$ cat src/hw/rtl/cfpr_pkg.sv
// Package for the framed packet receiver: transaction types, frame constants
// and the byte-wide CRC-16 update. No dependencies.
`default_nettype none

package cfpr_pkg;

	localparam int SLOT_COUNT = 8;
	localparam int SLOT_BYTES = 64;
	localparam int SLOT_W     = 3;
	localparam int OFFSET_W   = 6;

	localparam logic [7:0]  SYNC_BYTE    = 8'hFE;
	localparam logic [15:0] CRC_INIT     = 16'hFFFF;
	localparam logic [15:0] CRC_POLY     = 16'h8408;
	localparam logic [6:0]  HEADER_BYTES = 7'd4;
	localparam logic [7:0]  MAX_LENGTH   = 8'(SLOT_BYTES - 6);
	localparam logic [SLOT_W-1:0] SLOT_LAST = SLOT_W'(SLOT_COUNT - 1);

	typedef struct packed {
		logic [7:0]        rx_byte;
		logic [SLOT_W-1:0] consumer_slot;
	} in_item_t;

	typedef struct packed {
		logic                store_valid;
		logic [SLOT_W-1:0]   store_slot;
		logic [OFFSET_W-1:0] store_offset;
		logic [7:0]          store_byte;
		logic                packet_done;
		logic [SLOT_W-1:0]   done_slot;
		logic [15:0]         packet_crc;
		logic [SLOT_W-1:0]   newest_slot;
		logic                overrun;
	} out_item_t;

	// Reflected CCITT CRC-16, one byte, LSB first.
	function automatic logic [15:0] crc16_byte(input logic [15:0] crc, input logic [7:0] b);
		logic [15:0] c;
		c = crc ^ {8'h00, b};
		for (int i = 0; i < 8; i++) begin
			c = c[0] ? ((c >> 1) ^ CRC_POLY) : (c >> 1);
		end
		return c;
	endfunction

endpackage

`default_nettype wire

$ cat src/hw/rtl/cfpr_deframer.sv
// Frame parser and slot bookkeeping: byte counter, length, running CRC,
// receive and newest slot, overrun flag. Depends on cfpr_pkg.
`default_nettype none

module cfpr_deframer import cfpr_pkg::*; (
	input  wire logic      clk,
	input  wire logic      arst_n,
	input  wire logic      step,
	input  wire in_item_t  item,
	output out_item_t      res
);

	logic [OFFSET_W-1:0] count_q, count_n;
	logic [OFFSET_W-1:0] length_q, length_n;
	logic [15:0]         crc_q, crc_n;
	logic [SLOT_W-1:0]   receive_q, receive_n;
	logic [SLOT_W-1:0]   tail_q, tail_n;
	logic                overrun_q, overrun_n;

	logic [OFFSET_W-1:0] length_eff;
	logic [15:0]         crc_cur;
	logic [6:0]          limit;
	logic                store;

	always_comb begin
		count_n    = count_q;
		length_n   = length_q;
		crc_n      = crc_q;
		receive_n  = receive_q;
		tail_n     = tail_q;
		overrun_n  = overrun_q;
		store      = 1'b0;
		res        = '0;
		// The length byte is checked and consumed in the same cycle it arrives.
		length_eff = (count_q == OFFSET_W'(1)) ? item.rx_byte[OFFSET_W-1:0] : length_q;
		crc_cur    = (count_q == OFFSET_W'(1)) ? CRC_INIT : crc_q;
		limit      = {1'b0, length_eff} + HEADER_BYTES;

		if (count_q == '0) begin
			store = (item.rx_byte == SYNC_BYTE);
		end else if (count_q == OFFSET_W'(1) && item.rx_byte > MAX_LENGTH) begin
			count_n = '0;
		end else begin
			length_n = length_eff;
			if ({1'b0, count_q} < limit) begin
				crc_n = crc16_byte(crc_cur, item.rx_byte);
				store = 1'b1;
			end else if ({1'b0, count_q} == limit) begin
				if (item.rx_byte == crc_cur[7:0]) begin
					store = 1'b1;
				end else begin
					count_n = '0;
				end
			end else begin
				if (item.rx_byte == crc_cur[15:8]) begin
					res.packet_done = 1'b1;
					res.done_slot   = receive_q;
					res.packet_crc  = crc_cur;
					tail_n          = receive_q;
					receive_n       = (receive_q == SLOT_LAST) ? '0 : receive_q + SLOT_W'(1);
					if (receive_n == item.consumer_slot) begin
						overrun_n = 1'b1;
					end
				end
				count_n = '0;
			end
		end

		if (store) begin
			res.store_valid  = 1'b1;
			res.store_slot   = receive_q;
			res.store_offset = count_q;
			res.store_byte   = item.rx_byte;
			count_n          = count_q + OFFSET_W'(1);
		end
		res.newest_slot = tail_n;
		res.overrun     = overrun_n;
	end

	always_ff @(posedge clk or negedge arst_n) begin
		if (!arst_n) begin
			count_q   <= '0;
			length_q  <= '0;
			crc_q     <= CRC_INIT;
			receive_q <= '0;
			tail_q    <= SLOT_LAST;
			overrun_q <= 1'b0;
		end else if (step) begin
			count_q   <= count_n;
			length_q  <= length_n;
			crc_q     <= crc_n;
			receive_q <= receive_n;
			tail_q    <= tail_n;
			overrun_q <= overrun_n;
		end
	end

endmodule

`default_nettype wire

$ cat src/hw/rtl/crc_framed_packet_receiver.sv
// Top level of the framed packet receiver: input register, parser, result register.
// Depends on cfpr_pkg and cfpr_deframer.
`default_nettype none

// Takes one received byte per transaction and returns one result per byte:
// a ring write (slot, offset, byte) for stored frame bytes, a completion with
// slot and CRC when a frame passes its CRC-16 check, plus the newest completed
// slot and the sticky overrun flag. Frames are sync 0xFE, length (at most
// SLOT_BYTES-6), two header bytes, payload, CRC low then high. A byte passes
// through the input register, then the result register, to its result, and one byte
// is accepted every cycle while the block does not stall; the byte-wide CRC update and
// the frame counter lie between the two registers. The block stalls input only while
// its result register is full and held.
module crc_framed_packet_receiver import cfpr_pkg::*; (
	input  wire logic      clk,
	input  wire logic      arst_n,
	input  wire logic      byte_valid,
	output logic           byte_stall,
	input  wire in_item_t  byte_item,
	output logic           result_valid,
	input  wire logic      result_stall,
	output out_item_t      result_item
);

	in_item_t  item_s1;
	logic      valid_s1;
	out_item_t result_s2;
	logic      valid_s2;
	out_item_t res;
	logic      advance;

	assign advance    = valid_s1 && (!valid_s2 || !result_stall);
	assign byte_stall = valid_s1 && !advance;

	cfpr_deframer u_deframer (
		.clk    (clk),
		.arst_n (arst_n),
		.step   (advance),
		.item   (item_s1),
		.res    (res)
	);

	always_ff @(posedge clk or negedge arst_n) begin
		if (!arst_n) begin
			valid_s1 <= 1'b0;
			valid_s2 <= 1'b0;
		end else begin
			if (byte_valid && !byte_stall) begin
				valid_s1 <= 1'b1;
			end else if (advance) begin
				valid_s1 <= 1'b0;
			end
			if (!valid_s2 || !result_stall) begin
				valid_s2 <= valid_s1;
			end
		end
	end

	always_ff @(posedge clk) begin
		if (byte_valid && !byte_stall) begin
			item_s1 <= byte_item;
		end
		if (advance) begin
			result_s2 <= res;
		end
	end

	assign result_valid = valid_s2;
	assign result_item  = result_s2;

endmodule

`default_nettype wire

$ cat config.mk
export PLATFORM = sky130hd
export DESIGN_NAME = crc_framed_packet_receiver
export DESIGN_NICKNAME = d
export VERILOG_FILES = /design/src/hw/rtl/cfpr_pkg.sv /design/src/hw/rtl/cfpr_deframer.sv /design/src/hw/rtl/crc_framed_packet_receiver.sv
export SDC_FILE = /design/constraint.sdc
export NUM_CORES = 1
export LEC_CHECK = 0
export BUFFER_PORTS_ARGS = -buffer_cell sky130_fd_sc_hd__buf_2
export CORE_UTILIZATION = 31
export CTS_CLUSTER_DIAMETER = 30
export DETAILED_ROUTE_END_ITERATION = 10
export GPL_ROUTABILITY_DRIVEN = 0
export PLACE_DENSITY_LB_ADDON = 0.25
export SYNTH_ARGS = -nofsm -noshare
export SYNTH_HDL_FRONTEND = slang
export SYNTH_SLANG_ARGS = --single-unit
export TNS_END_PERCENT = 50
$ cat constraint.sdc
create_clock -name clk -period 8.3 [get_ports clk]
set_clock_uncertainty 0.15 [all_clocks]
set_input_delay 1.245 -clock clk [delete_from_list [all_inputs] [get_ports clk]]
set_output_delay 1.245 -clock clk [all_outputs]
set_load 0.03 [all_outputs]
Word level (Yosys, flattened, before mapping)
Index checks and enable logic that the tools add are counted.

ROM bits: 0. Word-level logic and storage cells: 102. Output and inout bits: 44. Bits in latches: 0. Memory bits (writable): 0. Memories kept: 0. Flip-flop bits (word level): 90.

Add/sub/neg operators: 3. Reductions and logical operators: 17. Mux-type cells: 37. Equal/unequal tests: 10. Bitwise gates (word level): 14. Shift-type cells: 0. Divide/modulo/power cells: 0. Multiply operators: 0. Order comparisons: 2.

Operators by type and width (count): $mux W16 (9); $mux W6 (7); $not A2 Y3 (8); $mux W20 (1); $mux W18 (1); $mux W3 (6); $eq A8 B8 Y1 (2); $xor A16 B8 Y16 (1); $mux W1 (13); $eq A8 B8 Y1 const B (1); $gt A8 B6 Y1 const B (1); $reduce_and A4 Y1 (2); $add A6 B3 Y7 const B (1); $eq A6 B7 Y1 (1); $lt A6 B7 Y1 (1); $add A6 B1 Y6 const B (1); $eq A6 B1 Y1 const B (1); $logic_not A6 Y1 (1); $reduce_and A6 Y1 (1); $not A1 Y1 (5); $reduce_or A5 Y1 (1); $logic_and A1 B1 Y1 (4); $logic_not A1 Y1 (4); $ne A4 B2 Y1 const B (1); 9 further kinds (9).

Logic depth before layout (Yosys ltp)
Gate-level depths: netlist of run 1.

Depth after elaboration: 19. Gate-level depth with buffers: 19. Depth with buffers taken out: 14.

Hierarchy
From an unflattened synthesis of run 1, not the netlist that was laid out.

Cell total of the unflattened synthesis: 426. Area total of the unflattened synthesis: 4680.7 sq um.

By module, submodules not included: cfpr_deframer (instances 1, cells an instance 365, seq. area each 899.6 sq um, area an instance 2996.6 sq um); crc_framed_packet_receiver (instances 1, cells an instance 61, seq. area each 1641.6 sq um, area an instance 1684.1 sq um).

Worst setup path before layout of run 1
Ideal clock, no wire load.

Path kind: register to register. From: reg u_deframer.count_q[4]. To: reg result_s2 (netlist bit result_item[1]) (data pin). Data arrival time: 3.812 ns. Buffers on the path: 4. Setup time: 0.260 ns. Stages on the path, launching flop included: 17. Slack: 4.078 ns. Required time: 7.890 ns. Period minus slack after synthesis: 4.222 ns. Cells stage by stage: dfrtp_1 nor4_4 and2_1 buf_4 buf_2 buf_2 mux2i_1 inv_1 ha_1 xor2_1 ha_1 nand3_1 a2111oi_2 a2111o_1 buf_4 nor2_8 mux2_2.

RTL lines: start, declared (RTL line cfpr_deframer.sv:13) `logic [OFFSET_W-1:0] count_q, count_n;`; start signal, assigned (RTL line cfpr_deframer.sv:89) `count_q <= count_n;`; end signal, assigned (RTL line crc_framed_packet_receiver.sv:64) `result_s2 <= res;`; end, declared (RTL line crc_framed_packet_receiver.sv:27) `out_item_t result_s2;`.

==> impl_metrics.ini, run 1 <==
[logic_synthesis]
synth-seq-cells = 90
synth.avg_cell_area_um2 = 11.3
async_flop_share_pct = 41.1
ys_seq_area_share_pct = 54.7
yosysWarnings = 0
ys_types = 52
syn_area_mm2 = 0.00464
syn_inst = 411
synth_nets = 438
synth_edf_count = 53
ys.flop_type = edfxtp_1

[hold_path]
hold_path_class = reg2reg
whs_endpoint = u_deframer.overrun_q
holdPathStages = 1
holdCritStartpoint = u_deframer.overrun_q

[timing]
maxSlewHeadroom_pct = 35.3
worstMarginPinSlew_ns = 0.970
hold_viol = 0
tns_ns = 0
setup_ws_ns = 3.60
grt_setup_unrepaired = false
finalCriticalPeriod_ns = 4.70
finalSetupViolCount = 0
finalCritPeriodShare_pct = 56.6
hold_ws_ns = 0.327
fmax_ghz = 0.213
drv_slew = 0

[clock_tree]
cts_setup_buffers = 0
clk_path_buf_depth = 2
path_clk_slew_ns = 0.06
cts_buffers = 9
cts_tree = built
cts_root_buffer = clkbuf_16
clock_latency_ns = 0.35
numClockSinks = 90
htree_levels = 3
cts_resized = 0
holdBufCountCts = 0

[worst_setup_path]
cp-end-kind = flip-flop
cp_max_fo = 36
critPathArrivalTime_ns = 4.65
r2r_slack_ns = 3.60
reg2regPathDepth = 13
path_class = reg2reg
r2r-end = result_item[1]
start_kind = flip-flop
cp.required_ns = 8.25
r2r_start = u_deframer.count_q[4]

[drt]
first_pass_iters = 4
first_iter_violations = 288
drc = 0
wire_per_inst_um = 16.0
drt_wl_total_um = 10300
drt.antenna.violating_nets = 0
viasPerCell = 4.91
vias = 3182

[die]
die_h_um = 124
floorplan.initialDensity_pct = 31.8
rows = 44
die_w_um = 124
core_area_mm2 = 0.0146
ios = 59
dieArea_mm2 = 0.0155

[finish]
layout.cells.non_filler = 648
layout.nets = 486
layout-drive-gt1-share_pct = 25.0
antenna_cells = 0
mostFrequentLayoutCells = 58 x buf_2, 53 x edfxtp_1, 37 x nand2_1
layout_commonest_cell = buf_2
post-route-util_pct = 36.9
area_delta_synth_final_pct = 15.8

[job]
maxCapViolCount = 0

[place]
dpl.cell_count = 632
port_buffers = 58
dp_slack_ns = 3.63
dp_hpwl_um = 7330

[global_routing]
grt_antenna_before_repair = 0
grt_start_max_net_pins = 43
grt_usage_pct = 14.3
grt_pass1_wl_um = 17300
overflow = 0
grt_pass1_vias = 3184

[power]
leakage_nw = 2.18
ir_drop_mv = 0.117
powerDensity_mw_per_mm2 = 360

[outcome]
status = completed
==> state kept, by name (all words and copies together) (netlist names), named ones only <==
signal	flops
u_deframer.length_q	5
result_valid	1
valid_s1	1
u_deframer.tail_q	3
result_item	42
u_deframer.crc_q	16
u_deframer.overrun_q	1
item_s1	11
u_deframer.count_q	6
u_deframer.receive_q	3
==> metrics by stage <==
step / power, W / area (um^2)
final: 0.00194 / 5380
after global routing: 0.00208 / 5380
after CTS: 0.00196 / 5380
after detailed placement: 0.00154 / 5070
after global placement: 0.00152 / 5070
after floorplan: 0.00135 / 4640
==> synthesized netlist by cell type (2+ instances only) <==
library cell,n,share of area [%]
buf_2,5,0.54
ha_1,12,3.2
edfxtp_1,53,34
nor2_1,31,2.5
nand3_1,11,1.2
mux2_2,14,3.4
nand2b_1,6,0.81
inv_1,11,0.89
o21a_1,9,1.5
dfrtp_1,18,9.7
nor3b_1,2,0.32
o22ai_1,4,0.54
a21oi_1,12,1.3
and2_1,6,0.81
nor2b_1,18,2.4
nand4_1,2,0.27
a21o_1,2,0.32
nand2_1,37,3.0
o2111ai_1,2,0.38
xor2_1,19,3.6
and3_1,2,0.27
o21ai_0,22,2.4
a2111oi_0,2,0.38
nor3_1,12,1.3
clkbuf_1,13,1.1
dfstp_2,19,11
buf_1,2,0.16
xnor2_1,29,5.5
o211ai_1,2,0.32
a211oi_1,2,0.32
mux2i_1,4,0.86
buf_4,4,0.65
nor4bb_1,3,0.65
a22oi_1,3,0.49
==> worst max-delay path: stages, from the launching register on <==
cell and delay [ns]:
dfrtp_1 0.49, nor4_4 0.59, and2_1 0.20, buf_4 0.34
mux2i_1 0.34, inv_1 0.08, ha_1 0.24, xor2_1 0.17
ha_1 0.30, nand3_1 0.13, a2111oi_2 0.07, a2111o_1 0.66
nor2_8 0.30, mux2_2 0.37
==> per-layer routing <==
metal,part of all wire (%),GRT usage [%],up-vias,routed length [um]
met1,49,19.3,1543,5030
li1,-,-,1551,-
met5,0,0,-,0
met2,45,21.9,77,4680
met4,2.1,6.52,0,214
met3,4.1,2.84,11,425
==> kinds of logic after synthesis <==
group	count (synthesis)	synth area share (%)
xor gates and xnor gates	48	9.05
DFF	90	54.7
buffers and inverters	35	3.29
and+or+nand+nor	138	15.5
AOI/OAI and AO/OA	70	9.92
adders and majority gates	12	3.23
muxes	18	4.26
==> cell type report <==
cell class,count,area (um^2)
fill,1412,9210
sequential,90,2540
multi-input combinational,286,1950
timing repair buffer,61,313
clock buffer,10,239
tap,184,230
clock inverter,6,65.1
inverter,11,41.3
==> worst max-delay path by stage <==
stage	from	to	slack [ns]
final	u_deframer.count_q[4]	result_item[1]	3.60
after global routing	u_deframer.count_q[4]	u_deframer.crc_q[12]	3.31
after floorplan	u_deframer.count_q[4]	result_item[1]	4.08
after detailed placement	u_deframer.count_q[4]	result_item[1]	3.63
after global placement	u_deframer.count_q[4]	result_item[1]	3.75
after CTS	u_deframer.count_q[4]	result_item[1]	3.61
==> report_power, final <==
part	leakage, nW	switching (W)	internal, W
Clock	0.145	0.000168	0.000241
Sequential	0.944	0.000128	0.000631
Combinational	1.09	0.000464	0.000305
Total	2.18	0.000760	0.00118
Power figures use the tool's default switching activity.
==> run 2: changes to the inputs <==
Clock period 8.3 ns to 4.7 ns, I/O delays scaled along.
==> run 2 against run 1 <==
- clock power increased by 74%
- first-iteration DRC count decreased by 24%
- count of clock-buffer cells in the layout decreased by 1
- sequential share of layout area decreased by 0.32 points
- final cell count increased by 0.93%
- die area unchanged
- global-route usage increased by 0.15 points
- highest routed layer unchanged
==> impl_metrics.ini, run 2 (synthesis gave the netlist of run 1 again) <==
[timing]
worstMarginPinSlew_ns = 0.891
grt_setup_unrepaired = false
drv_slew = 0
finalSetupViolCount = 0
finalCritPeriodShare_pct = 86.6
hold_viol = 0
finalCriticalPeriod_ns = 4.07
maxSlewHeadroom_pct = 40.6
fmax_ghz = 0.246
setup_ws_ns = 0.629
tns_ns = 0

[clock_tree]
cts_setup_buffers = 0
clk_path_buf_depth = 2
cts_tree = built
cts_resized = 0
cts_buffers = 9
htree_levels = 3
numClockSinks = 90
cts_root_buffer = clkbuf_16
clock_latency_ns = 0.34
path_clk_slew_ns = 0.06
holdBufCountCts = 0

[finish]
fill_cells = 1429
largest_reg_flops = 42
layout_commonest_cell = buf_2
layout.nets = 492
mostFrequentLayoutCells = 58 x buf_2, 53 x edfxtp_1, 37 x nand2_1
antenna_cells = 0
layout.cells.non_filler = 654
area_delta_synth_final_pct = 16.6
layout-drive-gt1-share_pct = 25.7

[worst_setup_path]
cpMostUsedCell = ha_1
cp-startpoint = u_deframer.count_q[1]
r2r_start = u_deframer.count_q[1]
crit_chain = inv_1 > ha_1 > and2_1 > mux2i_1 > inv_1 > ha_1 > xor2_1 > ha_1 > nand3_1 > a21oi_1 > o21a_1 > a21oi_1 > nor2_2 > nor2b_1
cp-endpoint = result_item[31]
start_kind = flip-flop
path_class = reg2reg
r2r-end = result_item[31]
crit_slowest_cell = nor2_2
cp_max_fo = 19
cp.required_ns = 4.61
cp-end-kind = flip-flop
reg2regPathDepth = 14
r2r_slack_ns = 0.63
slowest_delay_ns = 0.61
critPathArrivalTime_ns = 3.98

[power]
p_int_w = 0.00208
powerDensity_mw_per_mm2 = 635
clkPwrFrac_pct = 20.7
ir_drop_mv = 0.199
power.switching_w = 0.00136
power.share.combinational_pct = 40.3
p_sw_share_pct = 39.6
leakage_nw = 2.19
seqPwrFrac_pct = 39.0

[die]
die_h_um = 124
rows = 44
dieArea_mm2 = 0.0155
ios = 59
die_w_um = 124
floorplan.initialDensity_pct = 31.8
core_area_mm2 = 0.0146

[global_routing]
grt_usage_pct = 14.4
grt_pass1_wl_um = 17300
grt_antenna_before_repair = 0
grt_start_max_net_pins = 43
grt_pass1_vias = 3155
overflow = 0

[place]
port_buffers = 58
dp_slack_ns = 0.672
dpl.cell_count = 638
dp_hpwl_um = 7460

[drt]
drt_wl_total_um = 10500
vias = 3196
first_pass_iters = 5
drt.antenna.violating_nets = 0
wire_per_inst_um = 16.1
viasPerCell = 4.89
first_iter_violations = 220
drc = 0

[job]
maxCapViolCount = 0

[hold_path]
hold_path_class = in2async

[outcome]
status = completed
==> run 2: cell types whose count changed in the layout (fill, tap and decap cells not counted) <==
cell / previous run / this run
clkbuf_8: 1 / 0
buf_4: 3 / 9
clkinvlp_4: 2 / 3
inv_4: 1 / 0
clkinv_1: 0 / 1
==> run 2: how the worst min path moves through the flow <==
stage / end / slack [ns] / from / cells past startpoint
2_1_floorplan: async pin / 0.26 / arst_n / 0
3_5_place_dp: u_deframer.overrun_q / 0.32 / u_deframer.overrun_q / 1
4_1_cts: u_deframer.overrun_q / 0.34 / u_deframer.overrun_q / 1
3_3_place_gp: u_deframer.overrun_q / 0.30 / u_deframer.overrun_q / 1
5_1_grt: u_deframer.overrun_q / 0.36 / u_deframer.overrun_q / 1
6_report: u_deframer.receive_q[0] / 0.33 / arst_n / 1
==> run 2: final cells by class <==
class	instances	area, um^2	share of cell area [%]
tap	184	230	4.25
multi-input combinational	286	1950	36.0
sequential	90	2540	46.9
clock inverter	7	70.1	1.29
timing repair buffer	67	358	6.61
inverter	11	41.3	0.762
clock buffer	9	225	4.16
==> run 2: through the flow <==
stage / power (W) / hold WS, ns / util [%] / area [um^2]
finish: 0.00344 / 0.330 / 37.1 / 5420
global route: 0.00369 / 0.358 / 37.1 / 5420
CTS: 0.00347 / 0.339 / 37.1 / 5420
detailed placement: 0.00274 / 0.323 / 35.1 / 5120
global placement: 0.00271 / 0.301 / 35.1 / 5120
floorplan: 0.00238 / 0.259 / - / 4640
==> run 2: power groups by stage <==
stage | Clock [W] | Sequential [W] | Combinational (W)
after floorplan | 0 | 0.00136 | 0.00102
after global placement | 0 | 0.00135 | 0.00136
after CTS | 0.000737 | 0.00134 | 0.00140
final | 0.000712 | 0.00134 | 0.00139
after global routing | 0.000765 | 0.00137 | 0.00156
after detailed placement | 0 | 0.00135 | 0.00139
==> run 2: critical path, delay by kind of cell (launching register included) <==
family          cells  cell delay [ns]
fa+ha+maj           3             0.92
buf+inv             2             0.22
simple gates        4             1.09
compound gates      3             0.53
flops               1             0.44
xor+xnor            1             0.17
mux                 1             0.28
==> run 2: metal layers <==
| layer | vias up | global-route usage (%) | wire length (um) |
|---|---|---|---|
| met5 | - | 0 | 0 |
| met4 | 0 | 4.96 | 186 |
| met3 | 14 | 4.25 | 666 |
| met2 | 111 | 21.8 | 4720 |
| met1 | 1518 | 19.5 | 4970 |
| li1 | 1553 | - | - |
